`src/rtl/wls_pkg.sv`:
```
`timescale 1ns / 1ps
// Shared constants and controller/datapath handshake types for the
// windowed latency statistics block. No dependencies.
package wls_pkg;

	localparam int WINDOW  = 64;
	localparam int LAT_W   = 24;
	localparam int BYTES_W = 32;
	localparam int TOTAL_W = 48;
	localparam int COUNT_W = 7;
	localparam int SLOT_W  = (WINDOW > 1) ? $clog2(WINDOW) : 1;
	localparam int CNT_W   = $clog2(WINDOW + 1);
	localparam int SUM_W   = LAT_W + SLOT_W;
	localparam int ITER_W  = $clog2(SUM_W + 1);

	typedef enum logic {
		PH_MEAN,
		PH_DEV
	} wls_phase_t;

	typedef struct packed {
		logic       pass_start;
		logic       div_start;
		logic       out_load;
		wls_phase_t phase;
	} wls_cmd_t;

	typedef struct packed {
		logic pass_done;
		logic div_done;
		logic out_free;
	} wls_sts_t;

endpackage

```
`src/rtl/wls_if.sv`:
```
`timescale 1ns / 1ps
// Valid/ready channel interfaces for sample items and statistics items.
// Depends on wls_pkg for field widths.
interface wls_sample_if;
	logic                        valid;
	logic                        ready;
	logic [wls_pkg::LAT_W-1:0]   latency;
	logic [wls_pkg::BYTES_W-1:0] tx_bytes;
	logic [wls_pkg::BYTES_W-1:0] rx_bytes;

	modport source (output valid, latency, tx_bytes, rx_bytes, input ready);
	modport sink (input valid, latency, tx_bytes, rx_bytes, output ready);
endinterface

interface wls_stats_if;
	logic                        valid;
	logic                        ready;
	logic [wls_pkg::LAT_W-1:0]   mean_latency;
	logic [wls_pkg::LAT_W-1:0]   lowest_latency;
	logic [wls_pkg::LAT_W-1:0]   highest_latency;
	logic [wls_pkg::LAT_W-1:0]   jitter;
	logic [wls_pkg::COUNT_W-1:0] sample_count;
	logic [wls_pkg::TOTAL_W-1:0] byte_total;

	modport source (output valid, mean_latency, lowest_latency, highest_latency, jitter,
		sample_count, byte_total, input ready);
	modport sink (input valid, mean_latency, lowest_latency, highest_latency, jitter,
		sample_count, byte_total, output ready);
endinterface

```
`src/rtl/wls_div.sv`:
```
`timescale 1ns / 1ps
// Restoring divider, one quotient bit per cycle, shared by mean and jitter.
// Depends on wls_pkg.
module wls_div (
	input  logic                      clk,
	input  logic                      arst_n,
	input  logic                      start,
	input  logic [wls_pkg::SUM_W-1:0] dividend,
	input  logic [wls_pkg::CNT_W-1:0] divisor,
	output logic                      done,
	output logic [wls_pkg::SUM_W-1:0] quotient
);
	import wls_pkg::*;

	logic              busy_q;
	logic              done_q;
	logic [ITER_W-1:0] iter_q;
	logic [CNT_W-1:0]  rem_q;
	logic [SUM_W-1:0]  quo_q;
	logic [CNT_W:0]    shifted;
	logic [CNT_W:0]    diff;
	logic              fits;

	assign shifted = {rem_q, quo_q[SUM_W-1]};
	assign fits    = shifted >= {1'b0, divisor};
	assign diff    = shifted - {1'b0, divisor};

	always_ff @(posedge clk or negedge arst_n) begin
		if (!arst_n) begin
			busy_q <= 1'b0;
			done_q <= 1'b0;
			iter_q <= '0;
		end else begin
			done_q <= 1'b0;
			if (start) begin
				busy_q <= 1'b1;
				iter_q <= ITER_W'(SUM_W);
			end else if (busy_q) begin
				iter_q <= iter_q - ITER_W'(1);
				if (iter_q == ITER_W'(1)) begin
					busy_q <= 1'b0;
					done_q <= 1'b1;
				end
			end
		end
	end

	always_ff @(posedge clk) begin
		if (start) begin
			rem_q <= '0;
			quo_q <= dividend;
		end else if (busy_q) begin
			rem_q <= fits ? diff[CNT_W-1:0] : shifted[CNT_W-1:0];
			quo_q <= {quo_q[SUM_W-2:0], fits};
		end
	end

	assign done     = done_q;
	assign quotient = quo_q;
endmodule

```
`src/rtl/wls_dp.sv`:
```
`timescale 1ns / 1ps
// Datapath: latency ring memory, window counters, byte total, scan
// accumulators, shared divider and output register. Depends on wls_pkg, wls_div.
module wls_dp (
	input  logic                        clk,
	input  logic                        arst_n,
	input  logic                        load,
	input  logic [wls_pkg::LAT_W-1:0]   latency,
	input  logic [wls_pkg::BYTES_W-1:0] tx_bytes,
	input  logic [wls_pkg::BYTES_W-1:0] rx_bytes,
	input  wls_pkg::wls_cmd_t           cmd,
	output wls_pkg::wls_sts_t           sts,
	input  logic                        out_ready,
	output logic                        out_valid,
	output logic [wls_pkg::LAT_W-1:0]   mean_latency,
	output logic [wls_pkg::LAT_W-1:0]   lowest_latency,
	output logic [wls_pkg::LAT_W-1:0]   highest_latency,
	output logic [wls_pkg::LAT_W-1:0]   jitter,
	output logic [wls_pkg::COUNT_W-1:0] sample_count,
	output logic [wls_pkg::TOTAL_W-1:0] byte_total
);
	import wls_pkg::*;

	logic [LAT_W-1:0]   ring_mem [WINDOW];
	logic [SLOT_W-1:0]  wslot_q;
	logic [CNT_W-1:0]   cnt_q;
	logic [TOTAL_W-1:0] bytes_q;
	logic [TOTAL_W:0]   bytes_sum;

	logic               rd_act_q;
	logic [SLOT_W-1:0]  rd_idx_q;
	logic               rd_last;
	logic               rd_vld_s1;
	logic               rd_last_s1;
	logic [LAT_W-1:0]   rd_data_s1;

	logic [SUM_W-1:0]   sum_q;
	logic [SUM_W-1:0]   dev_q;
	logic [LAT_W-1:0]   min_q;
	logic [LAT_W-1:0]   max_q;
	logic [LAT_W-1:0]   mean_q;
	logic [LAT_W-1:0]   absdev;

	logic               div_done;
	logic [SUM_W-1:0]   quotient;
	logic [SUM_W-1:0]   dividend;

	logic               out_valid_q;

	assign bytes_sum = {1'b0, bytes_q} + (TOTAL_W + 1)'(tx_bytes)
		+ (TOTAL_W + 1)'(rx_bytes);

	always_ff @(posedge clk or negedge arst_n) begin
		if (!arst_n) begin
			wslot_q <= '0;
			cnt_q   <= '0;
			bytes_q <= '0;
		end else if (load) begin
			wslot_q <= (wslot_q == SLOT_W'(WINDOW - 1)) ? '0 : wslot_q + SLOT_W'(1);
			if (cnt_q != CNT_W'(WINDOW))
				cnt_q <= cnt_q + CNT_W'(1);
			bytes_q <= bytes_sum[TOTAL_W] ? '1 : bytes_sum[TOTAL_W-1:0];
		end
	end

	// Scan slots 0 .. count-1; the ring fills from slot 0, so these are the window.
	assign rd_last = rd_idx_q == SLOT_W'(cnt_q - CNT_W'(1));

	always_ff @(posedge clk or negedge arst_n) begin
		if (!arst_n) begin
			rd_act_q   <= 1'b0;
			rd_idx_q   <= '0;
			rd_vld_s1  <= 1'b0;
			rd_last_s1 <= 1'b0;
		end else begin
			rd_vld_s1  <= rd_act_q;
			rd_last_s1 <= rd_act_q && rd_last;
			if (cmd.pass_start) begin
				rd_act_q <= 1'b1;
				rd_idx_q <= '0;
			end else if (rd_act_q) begin
				rd_idx_q <= rd_idx_q + SLOT_W'(1);
				if (rd_last)
					rd_act_q <= 1'b0;
			end
		end
	end

	always_ff @(posedge clk) begin
		if (load)
			ring_mem[wslot_q] <= latency;
		rd_data_s1 <= ring_mem[rd_idx_q];
	end

	assign absdev = (rd_data_s1 >= mean_q) ? rd_data_s1 - mean_q : mean_q - rd_data_s1;

	always_ff @(posedge clk) begin
		if (cmd.pass_start) begin
			if (cmd.phase == PH_MEAN) begin
				sum_q <= '0;
				min_q <= '1;
				max_q <= '0;
			end else begin
				dev_q <= '0;
			end
		end else if (rd_vld_s1) begin
			if (cmd.phase == PH_MEAN) begin
				sum_q <= sum_q + SUM_W'(rd_data_s1);
				if (rd_data_s1 < min_q)
					min_q <= rd_data_s1;
				if (rd_data_s1 > max_q)
					max_q <= rd_data_s1;
			end else begin
				dev_q <= dev_q + SUM_W'(absdev);
			end
		end
		if (div_done && cmd.phase == PH_MEAN)
			mean_q <= LAT_W'(quotient);
	end

	assign dividend = (cmd.phase == PH_MEAN) ? sum_q : dev_q;

	wls_div u_div (
		.clk      (clk),
		.arst_n   (arst_n),
		.start    (cmd.div_start),
		.dividend (dividend),
		.divisor  (cnt_q),
		.done     (div_done),
		.quotient (quotient)
	);

	always_ff @(posedge clk or negedge arst_n) begin
		if (!arst_n)
			out_valid_q <= 1'b0;
		else if (cmd.out_load)
			out_valid_q <= 1'b1;
		else if (out_ready)
			out_valid_q <= 1'b0;
	end

	// Jitter is the last quotient; the divider holds it until the next item
	// starts, so load it with the rest of the result.
	always_ff @(posedge clk) begin
		if (cmd.out_load) begin
			mean_latency    <= mean_q;
			lowest_latency  <= min_q;
			highest_latency <= max_q;
			jitter          <= LAT_W'(quotient);
			sample_count    <= COUNT_W'(cnt_q);
			byte_total      <= bytes_q;
		end
	end

	assign out_valid     = out_valid_q;
	assign sts.pass_done = rd_vld_s1 && rd_last_s1;
	assign sts.div_done  = div_done;
	assign sts.out_free  = !out_valid_q || out_ready;
endmodule

```
`src/rtl/wls_ctrl.sv`:
```
`timescale 1ns / 1ps
// Controller: sequences ring scans and divisions for one item at a time.
// Depends on wls_pkg.
module wls_ctrl (
	input  logic              clk,
	input  logic              arst_n,
	input  logic              accept,
	input  wls_pkg::wls_sts_t sts,
	output wls_pkg::wls_cmd_t cmd,
	output logic              ready
);
	import wls_pkg::*;

	typedef enum logic [2:0] {
		ST_IDLE,
		ST_SCAN,
		ST_DIV_MEAN,
		ST_DEV,
		ST_DIV_DEV,
		ST_DONE
	} state_t;

	state_t   state_q;
	wls_cmd_t cmd_q;
	logic     ready_q;

	always_ff @(posedge clk or negedge arst_n) begin
		if (!arst_n) begin
			state_q <= ST_IDLE;
			cmd_q   <= '{pass_start: 1'b0, div_start: 1'b0, out_load: 1'b0, phase: PH_MEAN};
			ready_q <= 1'b1;
		end else begin
			cmd_q.pass_start <= 1'b0;
			cmd_q.div_start  <= 1'b0;
			cmd_q.out_load   <= 1'b0;
			unique case (state_q)
				ST_IDLE: begin
					if (accept) begin
						ready_q          <= 1'b0;
						cmd_q.pass_start <= 1'b1;
						cmd_q.phase      <= PH_MEAN;
						state_q          <= ST_SCAN;
					end
				end
				ST_SCAN: begin
					if (sts.pass_done) begin
						cmd_q.div_start <= 1'b1;
						state_q         <= ST_DIV_MEAN;
					end
				end
				ST_DIV_MEAN: begin
					if (sts.div_done) begin
						cmd_q.pass_start <= 1'b1;
						cmd_q.phase      <= PH_DEV;
						state_q          <= ST_DEV;
					end
				end
				ST_DEV: begin
					if (sts.pass_done) begin
						cmd_q.div_start <= 1'b1;
						state_q         <= ST_DIV_DEV;
					end
				end
				ST_DIV_DEV: begin
					if (sts.div_done)
						state_q <= ST_DONE;
				end
				ST_DONE: begin
					if (sts.out_free) begin
						cmd_q.out_load <= 1'b1;
						ready_q        <= 1'b1;
						state_q        <= ST_IDLE;
					end
				end
				default: state_q <= ST_IDLE;
			endcase
		end
	end

	assign cmd   = cmd_q;
	assign ready = ready_q;
endmodule

```
`src/rtl/windowed_latency_statistics.sv`:
```
`timescale 1ns / 1ps
// Windowed latency statistics: min, max, mean and jitter over the last
// WINDOW latency samples, plus a saturating byte total.
// Depends on wls_pkg, wls_if, wls_dp, wls_ctrl.
//
// Usage:
//   samples - sink channel; one item is a latency (1/16 ms) and the byte
//             counts sent and received in the interval.
//   stats   - source channel; one item per sample: mean, min, max and jitter
//             of the window, the sample count and the running byte total.
// Timing: one item at a time. Each item runs a scan of the ring memory (one
// read port, one entry a cycle), a division for the mean on the shared
// bit-serial divider, a second scan and a division for the jitter on the
// same divider.
// A finished result waits in the output register; the block takes the next
// sample as soon as the result is loaded there, even while stats is stalled.
// If stats still holds the previous result when a new one completes, the
// controller waits until that item is taken.
// Reset clears the window count, the write slot and the byte total; ring
// contents need no clearing because only written slots are scanned.
module windowed_latency_statistics (
	input logic         clk,
	input logic         arst_n,
	wls_sample_if.sink  samples,
	wls_stats_if.source stats
);
	import wls_pkg::*;

	wls_cmd_t cmd;
	wls_sts_t sts;
	logic     accept;

	// Take a sample only when the controller has returned to idle.
	assign accept = samples.valid && samples.ready;

	wls_ctrl u_ctrl (
		.clk    (clk),
		.arst_n (arst_n),
		.accept (accept),
		.sts    (sts),
		.cmd    (cmd),
		.ready  (samples.ready)
	);

	wls_dp u_dp (
		.clk             (clk),
		.arst_n          (arst_n),
		.load            (accept),
		.latency         (samples.latency),
		.tx_bytes        (samples.tx_bytes),
		.rx_bytes        (samples.rx_bytes),
		.cmd             (cmd),
		.sts             (sts),
		.out_ready       (stats.ready),
		.out_valid       (stats.valid),
		.mean_latency    (stats.mean_latency),
		.lowest_latency  (stats.lowest_latency),
		.highest_latency (stats.highest_latency),
		.jitter          (stats.jitter),
		.sample_count    (stats.sample_count),
		.byte_total      (stats.byte_total)
	);

	// One item in flight: acceptance drops ready until the result is stored.
	a_one_in_flight: assert property (@(posedge clk) disable iff (!arst_n)
		accept |=> !samples.ready)
		else $error("sample accepted while previous item still in work");

	// The mean of a window lies between its extremes.
	a_mean_bounded: assert property (@(posedge clk) disable iff (!arst_n)
		stats.valid |-> (stats.lowest_latency <= stats.mean_latency)
			&& (stats.mean_latency <= stats.highest_latency))
		else $error("mean latency outside min/max range");

	// Mean absolute deviation never exceeds the spread of the window.
	a_jitter_bounded: assert property (@(posedge clk) disable iff (!arst_n)
		stats.valid |-> stats.jitter <= stats.highest_latency - stats.lowest_latency)
		else $error("jitter larger than window spread");

	// A scan and a division never finish in the same cycle.
	a_no_overlap: assert property (@(posedge clk) disable iff (!arst_n)
		sts.div_done |-> !sts.pass_done)
		else $error("scan and divider active together");
endmodule
```
`src/flat_wrapper.sv`:
```
// flat-port wrapper written by rule: the top's interface ports become plain ports
module windowed_latency_statistics_flat import wls_pkg::*;
  (clk, arst_n, samples_valid, samples_latency, samples_tx_bytes, samples_rx_bytes, samples_ready, stats_valid, stats_mean_latency, stats_lowest_latency, stats_highest_latency, stats_jitter, stats_sample_count, stats_byte_total, stats_ready);
  wls_sample_if samples_i ();
  wls_stats_if stats_i ();
  input logic clk;
  input logic arst_n;
  input wire logic [$bits(samples_i.valid)-1:0] samples_valid;
  input wire logic [$bits(samples_i.latency)-1:0] samples_latency;
  input wire logic [$bits(samples_i.tx_bytes)-1:0] samples_tx_bytes;
  input wire logic [$bits(samples_i.rx_bytes)-1:0] samples_rx_bytes;
  output wire logic [$bits(samples_i.ready)-1:0] samples_ready;
  output wire logic [$bits(stats_i.valid)-1:0] stats_valid;
  output wire logic [$bits(stats_i.mean_latency)-1:0] stats_mean_latency;
  output wire logic [$bits(stats_i.lowest_latency)-1:0] stats_lowest_latency;
  output wire logic [$bits(stats_i.highest_latency)-1:0] stats_highest_latency;
  output wire logic [$bits(stats_i.jitter)-1:0] stats_jitter;
  output wire logic [$bits(stats_i.sample_count)-1:0] stats_sample_count;
  output wire logic [$bits(stats_i.byte_total)-1:0] stats_byte_total;
  input wire logic [$bits(stats_i.ready)-1:0] stats_ready;
  assign samples_i.valid = samples_valid;
  assign samples_i.latency = samples_latency;
  assign samples_i.tx_bytes = samples_tx_bytes;
  assign samples_i.rx_bytes = samples_rx_bytes;
  assign samples_ready = samples_i.ready;
  assign stats_valid = stats_i.valid;
  assign stats_mean_latency = stats_i.mean_latency;
  assign stats_lowest_latency = stats_i.lowest_latency;
  assign stats_highest_latency = stats_i.highest_latency;
  assign stats_jitter = stats_i.jitter;
  assign stats_sample_count = stats_i.sample_count;
  assign stats_byte_total = stats_i.byte_total;
  assign stats_i.ready = stats_ready;
  windowed_latency_statistics u_core (.clk(clk), .arst_n(arst_n), .samples(samples_i), .stats(stats_i));
endmodule
```
`config.mk`:
```
export PLATFORM = sky130hd
export DESIGN_NAME = windowed_latency_statistics_flat
export DESIGN_NICKNAME = d
export VERILOG_FILES = /design/src/rtl/wls_pkg.sv /design/src/rtl/wls_if.sv /design/src/rtl/wls_div.sv /design/src/rtl/wls_dp.sv /design/src/rtl/wls_ctrl.sv /design/src/rtl/windowed_latency_statistics.sv /design/src/flat_wrapper.sv
export SDC_FILE = /design/constraint.sdc
export NUM_CORES = 2
export LEC_CHECK = 0
export BUFFER_PORTS_ARGS = -buffer_cell sky130_fd_sc_hd__buf_2
export CAP_MARGIN = 20
export CORE_AREA = 2 2 374 339
export DETAILED_ROUTE_END_ITERATION = 8
export DIE_AREA = 0 0 376 341
export PLACE_DENSITY = 0.86
export SLEW_MARGIN = 20
export SYNTH_ARGS = -nofsm -noshare
export SYNTH_HDL_FRONTEND = slang
export SYNTH_SLANG_ARGS = --single-unit
```
`constraint.sdc`:
```
create_clock -name clk -period 8.2 [get_ports clk]
set_input_delay 0.82 -clock clk [delete_from_list [all_inputs] [get_ports clk]]
set_output_delay 0.82 -clock clk [all_outputs]
set_load 0.005 [all_outputs]
```
## After elaboration in Yosys (flattened, before gate mapping)

Memory sizes are Yosys's and may differ from the RTL's. A register that Yosys moved wholly into a read port is not among the register bits.
Cells that the tools add are included.

- Register bits: 406
- Latch bits: 0
- RAM bits: 1,536
- ROM bits: 0
- Input port bits: 92
- Word-level logic and storage cells: 147
- Memories: 1

- $add $sub $neg: 12
- Multiply operators: 0
- Div/mod/pow operators: 0
- Magnitude comparators: 4
- Eq/ne operators: 15
- Shift-type cells: 0
- Mux-type cells: 60
- Bitwise logic cells: 1
- Reductions and logical operators: 24

Memories:

| memory | depth | bits a word | read ports | clocked after memory_dff | wr ports | RTL line | RTL |
|---|---|---|---|---|---|---|---|
| u_core.u_dp.ring_mem | 64 | 24 | 1 | 1 | 1 | wls_dp.sv:24 | `logic [LAT_W-1:0] ring_mem [WINDOW];` |

Operator list:

| kind | number |
|---|---|
| 30-bit two-way mux | 11 |
| 24-bit two-way mux | 11 |
| 30-bit by 24-bit adder with 30-bit output | 2 |
| 48-bit by 32-bit adder with 49-bit output | 1 |
| 49-bit by 32-bit adder with 49-bit output | 1 |
| 48-bit two-way mux | 1 |
| 24-bit subtractor | 2 |
| 24-bit greater-or-equal comparator | 1 |
| 24-bit greater-than comparator | 1 |
| 24-bit < comparator | 1 |
| 1-bit two-way mux | 21 |
| 3-bit two-way mux | 6 |
| 6-bit two-way mux | 3 |
| 3-bit one-hot mux with 6 select lines | 1 |
| 2-bit nonzero test | 8 |
| 6-bit by 1-bit adder with 6-bit output, second input constant | 2 |
| 3-bit AND reduction | 4 |
| 5-bit two-way mux | 2 |
| 8-bit by 7-bit greater-or-equal comparator with 1-bit output | 1 |
| 2-bit by 1-bit != test with 1-bit output, second input constant | 4 |
| 7-bit by 1-bit adder with 7-bit output, second input constant | 1 |
| 7-bit two-way mux | 1 |
| 7-bit != test, second input constant | 1 |
| 7-bit subtractor | 1 |
| other kinds (18) | 28 |

## Depth between registers and ports, before layout

- Word-level depth: 6
- Gate-level depth with buffers: 22
- Gate-level depth less buffers: 21

## By module

Synthesis repeated with hierarchy kept, for this count alone.

- Cells, all modules: 4,437
- Area total of the unflattened synthesis: 82,783.1 um^2

Modules (own cells, without submodules):

| module | times used | cells an instance | area an instance (um^2) | seq. area each (um^2) |
|---|---|---|---|---|
| wls_dp | 1 | 4,205 | 79,989.2 | 56,879.6 |
| wls_div | 1 | 199 | 2,428.6 | 1,216.2 |
| wls_ctrl | 1 | 32 | 359.1 | 201.4 |
| windowed_latency_statistics | 1 | 1 | 6.3 | 0.0 |

## Worst setup path after synthesis

Ideal clock, no wire load.

- Path type: register to register
- Start point: register u_core.u_dp.rd_data_s1[9], read port of u_core.u_dp.ring_mem
- End point: register u_core.u_dp.dev_q[17] (data pin)
- Library setup time: 260 ps
- Arrival time: 4,540 ps
- Path slack: 3,401 ps
- Cell stages (with the launch flop): 22
- Clock period less this slack: 4,799 ps
- Cell sequence: dfxtp_1 -> inv_1 -> ha_1 -> buf_2 -> nand2_1 -> nor2_1 -> a31oi_1 -> a211oi_1 -> nor2_2 -> buf_2 -> a211oi_1 -> a21oi_1 -> xor2_1 -> ha_1 -> and2_1 -> or4_1 -> o221ai_1 -> a211oi_1 -> o21ai_0 -> nand2b_1 -> a221oi_1 -> mux2_2

- Longest elaborated chain between the ends: 6
- Elaborated cells between the ends (all ways): 8
- Those cells by class: 3 x add/sub; 1 x order compare; 4 x mux

Ends and longest elaborated chain:

| element | RTL line | RTL |
|---|---|---|
| start: declaration | wls_dp.sv:35 | `logic [LAT_W-1:0] rd_data_s1;` |
| 24-bit subtractor or 24-bit greater-or-equal comparator (tied branches) | wls_dp.sv:95 | `assign absdev = (rd_data_s1 >= mean_q) ? rd_data_s1 - mean_q : mean_q - rd_data_s1;` |
| 24-bit two-way mux (*) | wls_dp.sv:95 |  |
| 30-bit by 24-bit adder with 30-bit output (*) | wls_dp.sv:114 | `dev_q <= dev_q + SUM_W'(absdev);` |
| 30-bit two-way mux (*) | wls_dp.sv:107 | `if (cmd.phase == PH_MEAN) begin` |
| 30-bit two-way mux (*) | wls_dp.sv:106 | `end else if (rd_vld_s1) begin` |
| 30-bit two-way mux (*) | wls_dp.sv:98 | `if (cmd.pass_start) begin` |
| end signal: assignment | wls_dp.sv:114 |  |
| end: declaration | wls_dp.sv:38 | `logic [SUM_W-1:0] dev_q;` |

Mark *: on every way between the ends. The rest lies on a longest branch, timed or not. The select of a mux whose other input is x is not followed.
A chain may end at the register's enable or synchronous reset.

## Worst setup path in the final report

- Start point: register u_core.u_dp.rd_data_s1[0], read port of u_core.u_dp.ring_mem
- End point: register u_core.u_dp.dev_q[17] (data pin)

Same word-level chain as after synthesis.

==> summary.md <==
| Metric | Value |
|---|---|
| Status | `finished clean` |
| Post-layout nets | `slightly above 5000` |
| IO buf count | `around 240` |
| CTS Buffer Depth | `3` |
| CP most frequent cell | `a211oi_1` |
| Hold_ws | `0.414 ns` |
| Die width | `approximately 380 um` |
| Initial antenna violation count | `27` |
| Num Clock Sinks | `1966` |
| Site Rows | `approximately 120` |
| Main flop type after synthesis | `edfxtp_1` |
| Syn nets | `roughly 4800` |
| CP endpoint kind | `register` |
| R2R cell count | `21` |
| Critical Path, Cell by Cell | `inv_1 -> ha_1 -> inv_1 -> fa_1 -> a21oi_1 -> o21bai_1 -> o22ai_2 -> a211oi_1 -> nor2_2 -> a211oi_1 -> a21oi_1 -> xor2_1 -> ha_1 -> and2_1 -> or4_1 -> o221ai_1 -> a211oi_1 -> o21ai_0 -> nand2b_1 -> a221oi_1 -> mux2_2` |
| Final Hold Viols | `0` |
| Clock Skews | `between 0.05 and 0.06 ns` |
| Synthesized cell area | `roughly 83000 um2` |
| Hold depth | `3` |
| Syn avg cell area | `roughly 19 um2` |
| Crit start category | `register` |
| Largest net degree at the start of global routing | `142` |
| Commonest non-fill, non-tap cell in the layout | `edfxtp_1` |
| Detailed Route WL | `between 200000 and 250000 um` |
| Worst R2R Start | `u_core.u_dp.rd_data_s1[0]$_DFF_P_` |
| Post-synth EDFFs | `between 1500 and 2000` |
| Slew HR | `0.282` |
| Final setup TNS | `0 ns` |
| Share of the synthesized area in the top cell type | `0.672` |
| Placer congestion estimate | `0.974` |
| Cells after Synth | `around 4500` |
| Total power draw | `roughly 33 mW` |
| Slowest Stage Delay on Critical Path | `0.73 ns` |
| Area grow syn2layout | `11.4%` |
| Pwr/cell area | `roughly 360 nW/um2` |
| Max FO, Critical Path | `16` |
| Reg2reg setup slack | `2.11 ns` |
| Core ar. | `roughly 120000 um2` |
| Boundary Pins | `between 200 and 250` |
| Layout cells sized above 1 | `0.253` |
| CP max stage cell | `nor2_2` |
| CTS tree | `yes` |
| Fin crit share | `0.742` |
| Worst slew pin tran | `1.08 ns` |
| HP Class | `input pin to register` |
| Capture point of the worst reg-to-reg path | `u_core.u_dp.dev_q[17]$_SDFFCE_PP0P_` |
| Final core utilization | `0.741` |
| RSZ-0062 raised after global routing | `false` |
| Yosys reg bits | `about 2000` |
| Vias in the first global route | `between 40000 and 50000` |
| CTS buffer count | `between 150 and 200` |
| Final ANT Viol Nets | `0` |
| Setup Fix Bufs, Post-CTS | `0` |
| Min Tclk post-route | `6.09 ns` |
| Die Y | `around 340 um` |
| Delay-heaviest family, CP | `compound AO/OA/AOI/OAI gates` |
| Yosys warns | `0` |
| Grt total ovfl | `0` |
| Most area-hungry cell type in the Yosys netlist | `edfxtp_1` |
| DIE AREA | `around 130000 um2` |
| FFs w/ async S/R, synth | `0.0437` |
| Clk Latency, worst-skew pair | `about 0.85 ns` |
| GRT Util Overall | `0.391` |
| Hold Startpoint | `stats_ready` |
| WS Path Type | `register to register` |
| DRT iter0 DRCs | `about 7400` |
| Final Setup Violations | `0` |
| Maximum Capacitance Violations | `0` |
| First-pass DRT Iterations | `6` |
| DRC | `0` |
| Routed len/inst | `between 30 and 40 um` |
| Fmax | `roughly 0.16 GHz` |
| Post_cts resized | `0` |
| Worst path bufs/invs | `2` |
| WP data required | `approximately 8.8 ns` |
| # hold bufs at CTS | `1` |
| VDD IR max | `~0.33 mV` |
| Vias | `48025` |
| Number of fillers in the final layout | `~6700` |
| Htree depth | `4` |
| Root Driver | `clkbuf_16` |
| Most frequent cells in the layout | `edfxtp_1, mux4_2, buf_2` |
| Worst Path Arrival | `6.66 ns` |
| Area contributors post-synth | `edfxtp_1, mux4_2, ha_1` |
| Hold endpoint | `u_core.u_dp.out_valid$_DFFE_PN0P_` |
| First-pass GRT wire length | `350000 um` |
| Slew Limit Fails | `0` |
| Sequential fraction of the synthesis area | `0.705` |
| Initial Util | `0.665` |
| Worst-path clk slew | `approximately 0.06 ns` |
| Leakage | `a little over 30 nW` |
| DP Wirelength | `~130000 um` |
| Netlist cell types | `85` |
| Via/cell ratio | `between 7 and 8` |
## through the flow
step	setup WS [ns]	cell area [um2]	cells
after floorplan	3.40	82700	4468
after global placement	2.49	86100	6231
after detailed placement	2.41	86100	6231
after CTS	2.30	92000	6564
after global routing	1.70	92100	6566
final	2.11	92100	6567
## metal layers
layer,global-route usage,vias up,wire [um]
li1,-,18597,-
met1,0.504,24362,81500
met2,0.618,4145,118000
met3,0.0912,883,28600
met4,0.228,38,17400
met5,0,-,248
## worst reg2reg max path, cell delays in order, from the launching register on
cell and delay (ns):
dfxtp_1 0.34, inv_1 0.13, ha_1 0.19, inv_1 0.06, fa_1 0.38, a21oi_1 0.21
o21bai_1 0.15, o22ai_2 0.27, a211oi_1 0.19, nor2_2 0.73, a211oi_1 0.14, a21oi_1 0.20
xor2_1 0.29, ha_1 0.34, and2_1 0.18, or4_1 0.44, o221ai_1 0.30, a211oi_1 0.21
o21ai_0 0.24, nand2b_1 0.13, a221oi_1 0.36, mux2_2 0.37
## cells in the mapped netlist, types with 6 or more instances
| library cell | n |
|---|---|
| a211o_1 | 7 |
| a211oi_1 | 27 |
| a21boi_0 | 6 |
| a21o_1 | 62 |
| a21oi_1 | 180 |
| a31oi_1 | 42 |
| a41oi_1 | 6 |
| and2_1 | 8 |
| and3_1 | 12 |
| buf_1 | 18 |
| buf_2 | 49 |
| buf_6 | 6 |
| clkbuf_1 | 126 |
| dfrtp_1 | 85 |
| dfxtp_1 | 31 |
| edfxtp_1 | 1849 |
| fa_1 | 38 |
| ha_1 | 191 |
| inv_1 | 146 |
| mux2_2 | 13 |
| mux2i_1 | 47 |
| mux4_2 | 504 |
| nand2_1 | 129 |
| nand2b_1 | 34 |
| nand3_1 | 42 |
| nand3b_1 | 6 |
| nand4_1 | 33 |
| nor2_1 | 267 |
| nor2b_1 | 28 |
| nor3_1 | 38 |
| nor3b_1 | 6 |
| nor4_1 | 10 |
| o211ai_1 | 21 |
| o21a_1 | 24 |
| o21ai_0 | 104 |
| o21bai_1 | 13 |
| o311ai_0 | 6 |
| o31ai_1 | 8 |
| or2_2 | 36 |
| or3_1 | 20 |
| xnor2_1 | 70 |
| xor2_1 | 43 |
## cells by family after synthesis
family	share of synthesized area
AOI/OAI and AO/OA	0.0427
xor gates and xnor gates	0.0120
adders and majority gates	0.0381
buffers and inverters	0.0171
DFF	0.705
muxes	0.145
and+or+nand+nor	0.0399
## area by class of cell
class	count	area [um2]	area share
Sequential cell	1966	58300	0.633
Clock buffer	223	4880	0.0530
Clock inverter	109	1080	0.0117
Tap cell	1625	2030	0.0221
Multi-Input combinational cell	2155	23200	0.251
Inverter	146	548	0.00595
Timing Repair Buffer	340	2070	0.0225
Antenna cell	3	7.51	0.0000815
## power by group
part / switching [mW] / internal, mW / total (mW)
sequential: 0.678 / 11.6 / 12.3
clock: 3.95 / 4.71 / 8.66
combinational: 6.91 / 5.07 / 12.0
## flip-flops by register name (all words and copies together) (netlist names), 3 cells and up
register                     flops
u_core.u_dp.mean_latency        24
u_core.u_dp.max_q               24
u_core.u_dp.wslot_q              6
u_core.u_dp.bytes_q             48
u_core.u_dp.highest_latency     24
u_core.u_dp.rd_idx_q             6
u_core.u_dp.cnt_q                7
u_core.u_dp.min_q               24
u_core.u_dp.u_div.quotient      30
u_core.u_dp.u_div.iter_q         5
u_core.u_ctrl.state_q            3
u_core.u_dp.jitter              24
u_core.u_dp.sum_q               30
u_core.u_dp.byte_total          48
u_core.u_dp.mean_q              24
u_core.u_dp.lowest_latency      24
u_core.u_dp.sample_count         7
u_core.u_dp.u_div.rem_q          7
u_core.u_ctrl.cmd                4
u_core.u_dp.rd_data_s1          24
u_core.u_dp.ring_mem          1536
u_core.u_dp.dev_q               30
## worst max path at each step
stage                                                   from                                  end  slack (ns)  depth (start not counted)
after floorplan            u_core.u_dp.rd_data_s1[9]$_DFF_P_  u_core.u_dp.dev_q[17]$_SDFFCE_PP0P_        3.40                         21
after global placement     u_core.u_dp.rd_data_s1[0]$_DFF_P_  u_core.u_dp.dev_q[17]$_SDFFCE_PP0P_        2.49                         21
after detailed placement   u_core.u_dp.rd_data_s1[0]$_DFF_P_  u_core.u_dp.dev_q[17]$_SDFFCE_PP0P_        2.41                         21
after CTS                  u_core.u_dp.rd_data_s1[0]$_DFF_P_  u_core.u_dp.dev_q[17]$_SDFFCE_PP0P_        2.30                         21
after global routing      u_core.u_dp.rd_data_s1[17]$_DFF_P_  u_core.u_dp.dev_q[27]$_SDFFCE_PP0P_        1.70                         19
final                      u_core.u_dp.rd_data_s1[0]$_DFF_P_  u_core.u_dp.dev_q[17]$_SDFFCE_PP0P_        2.11                         21
No activity file was read; power rests on OpenSTA's default activity.
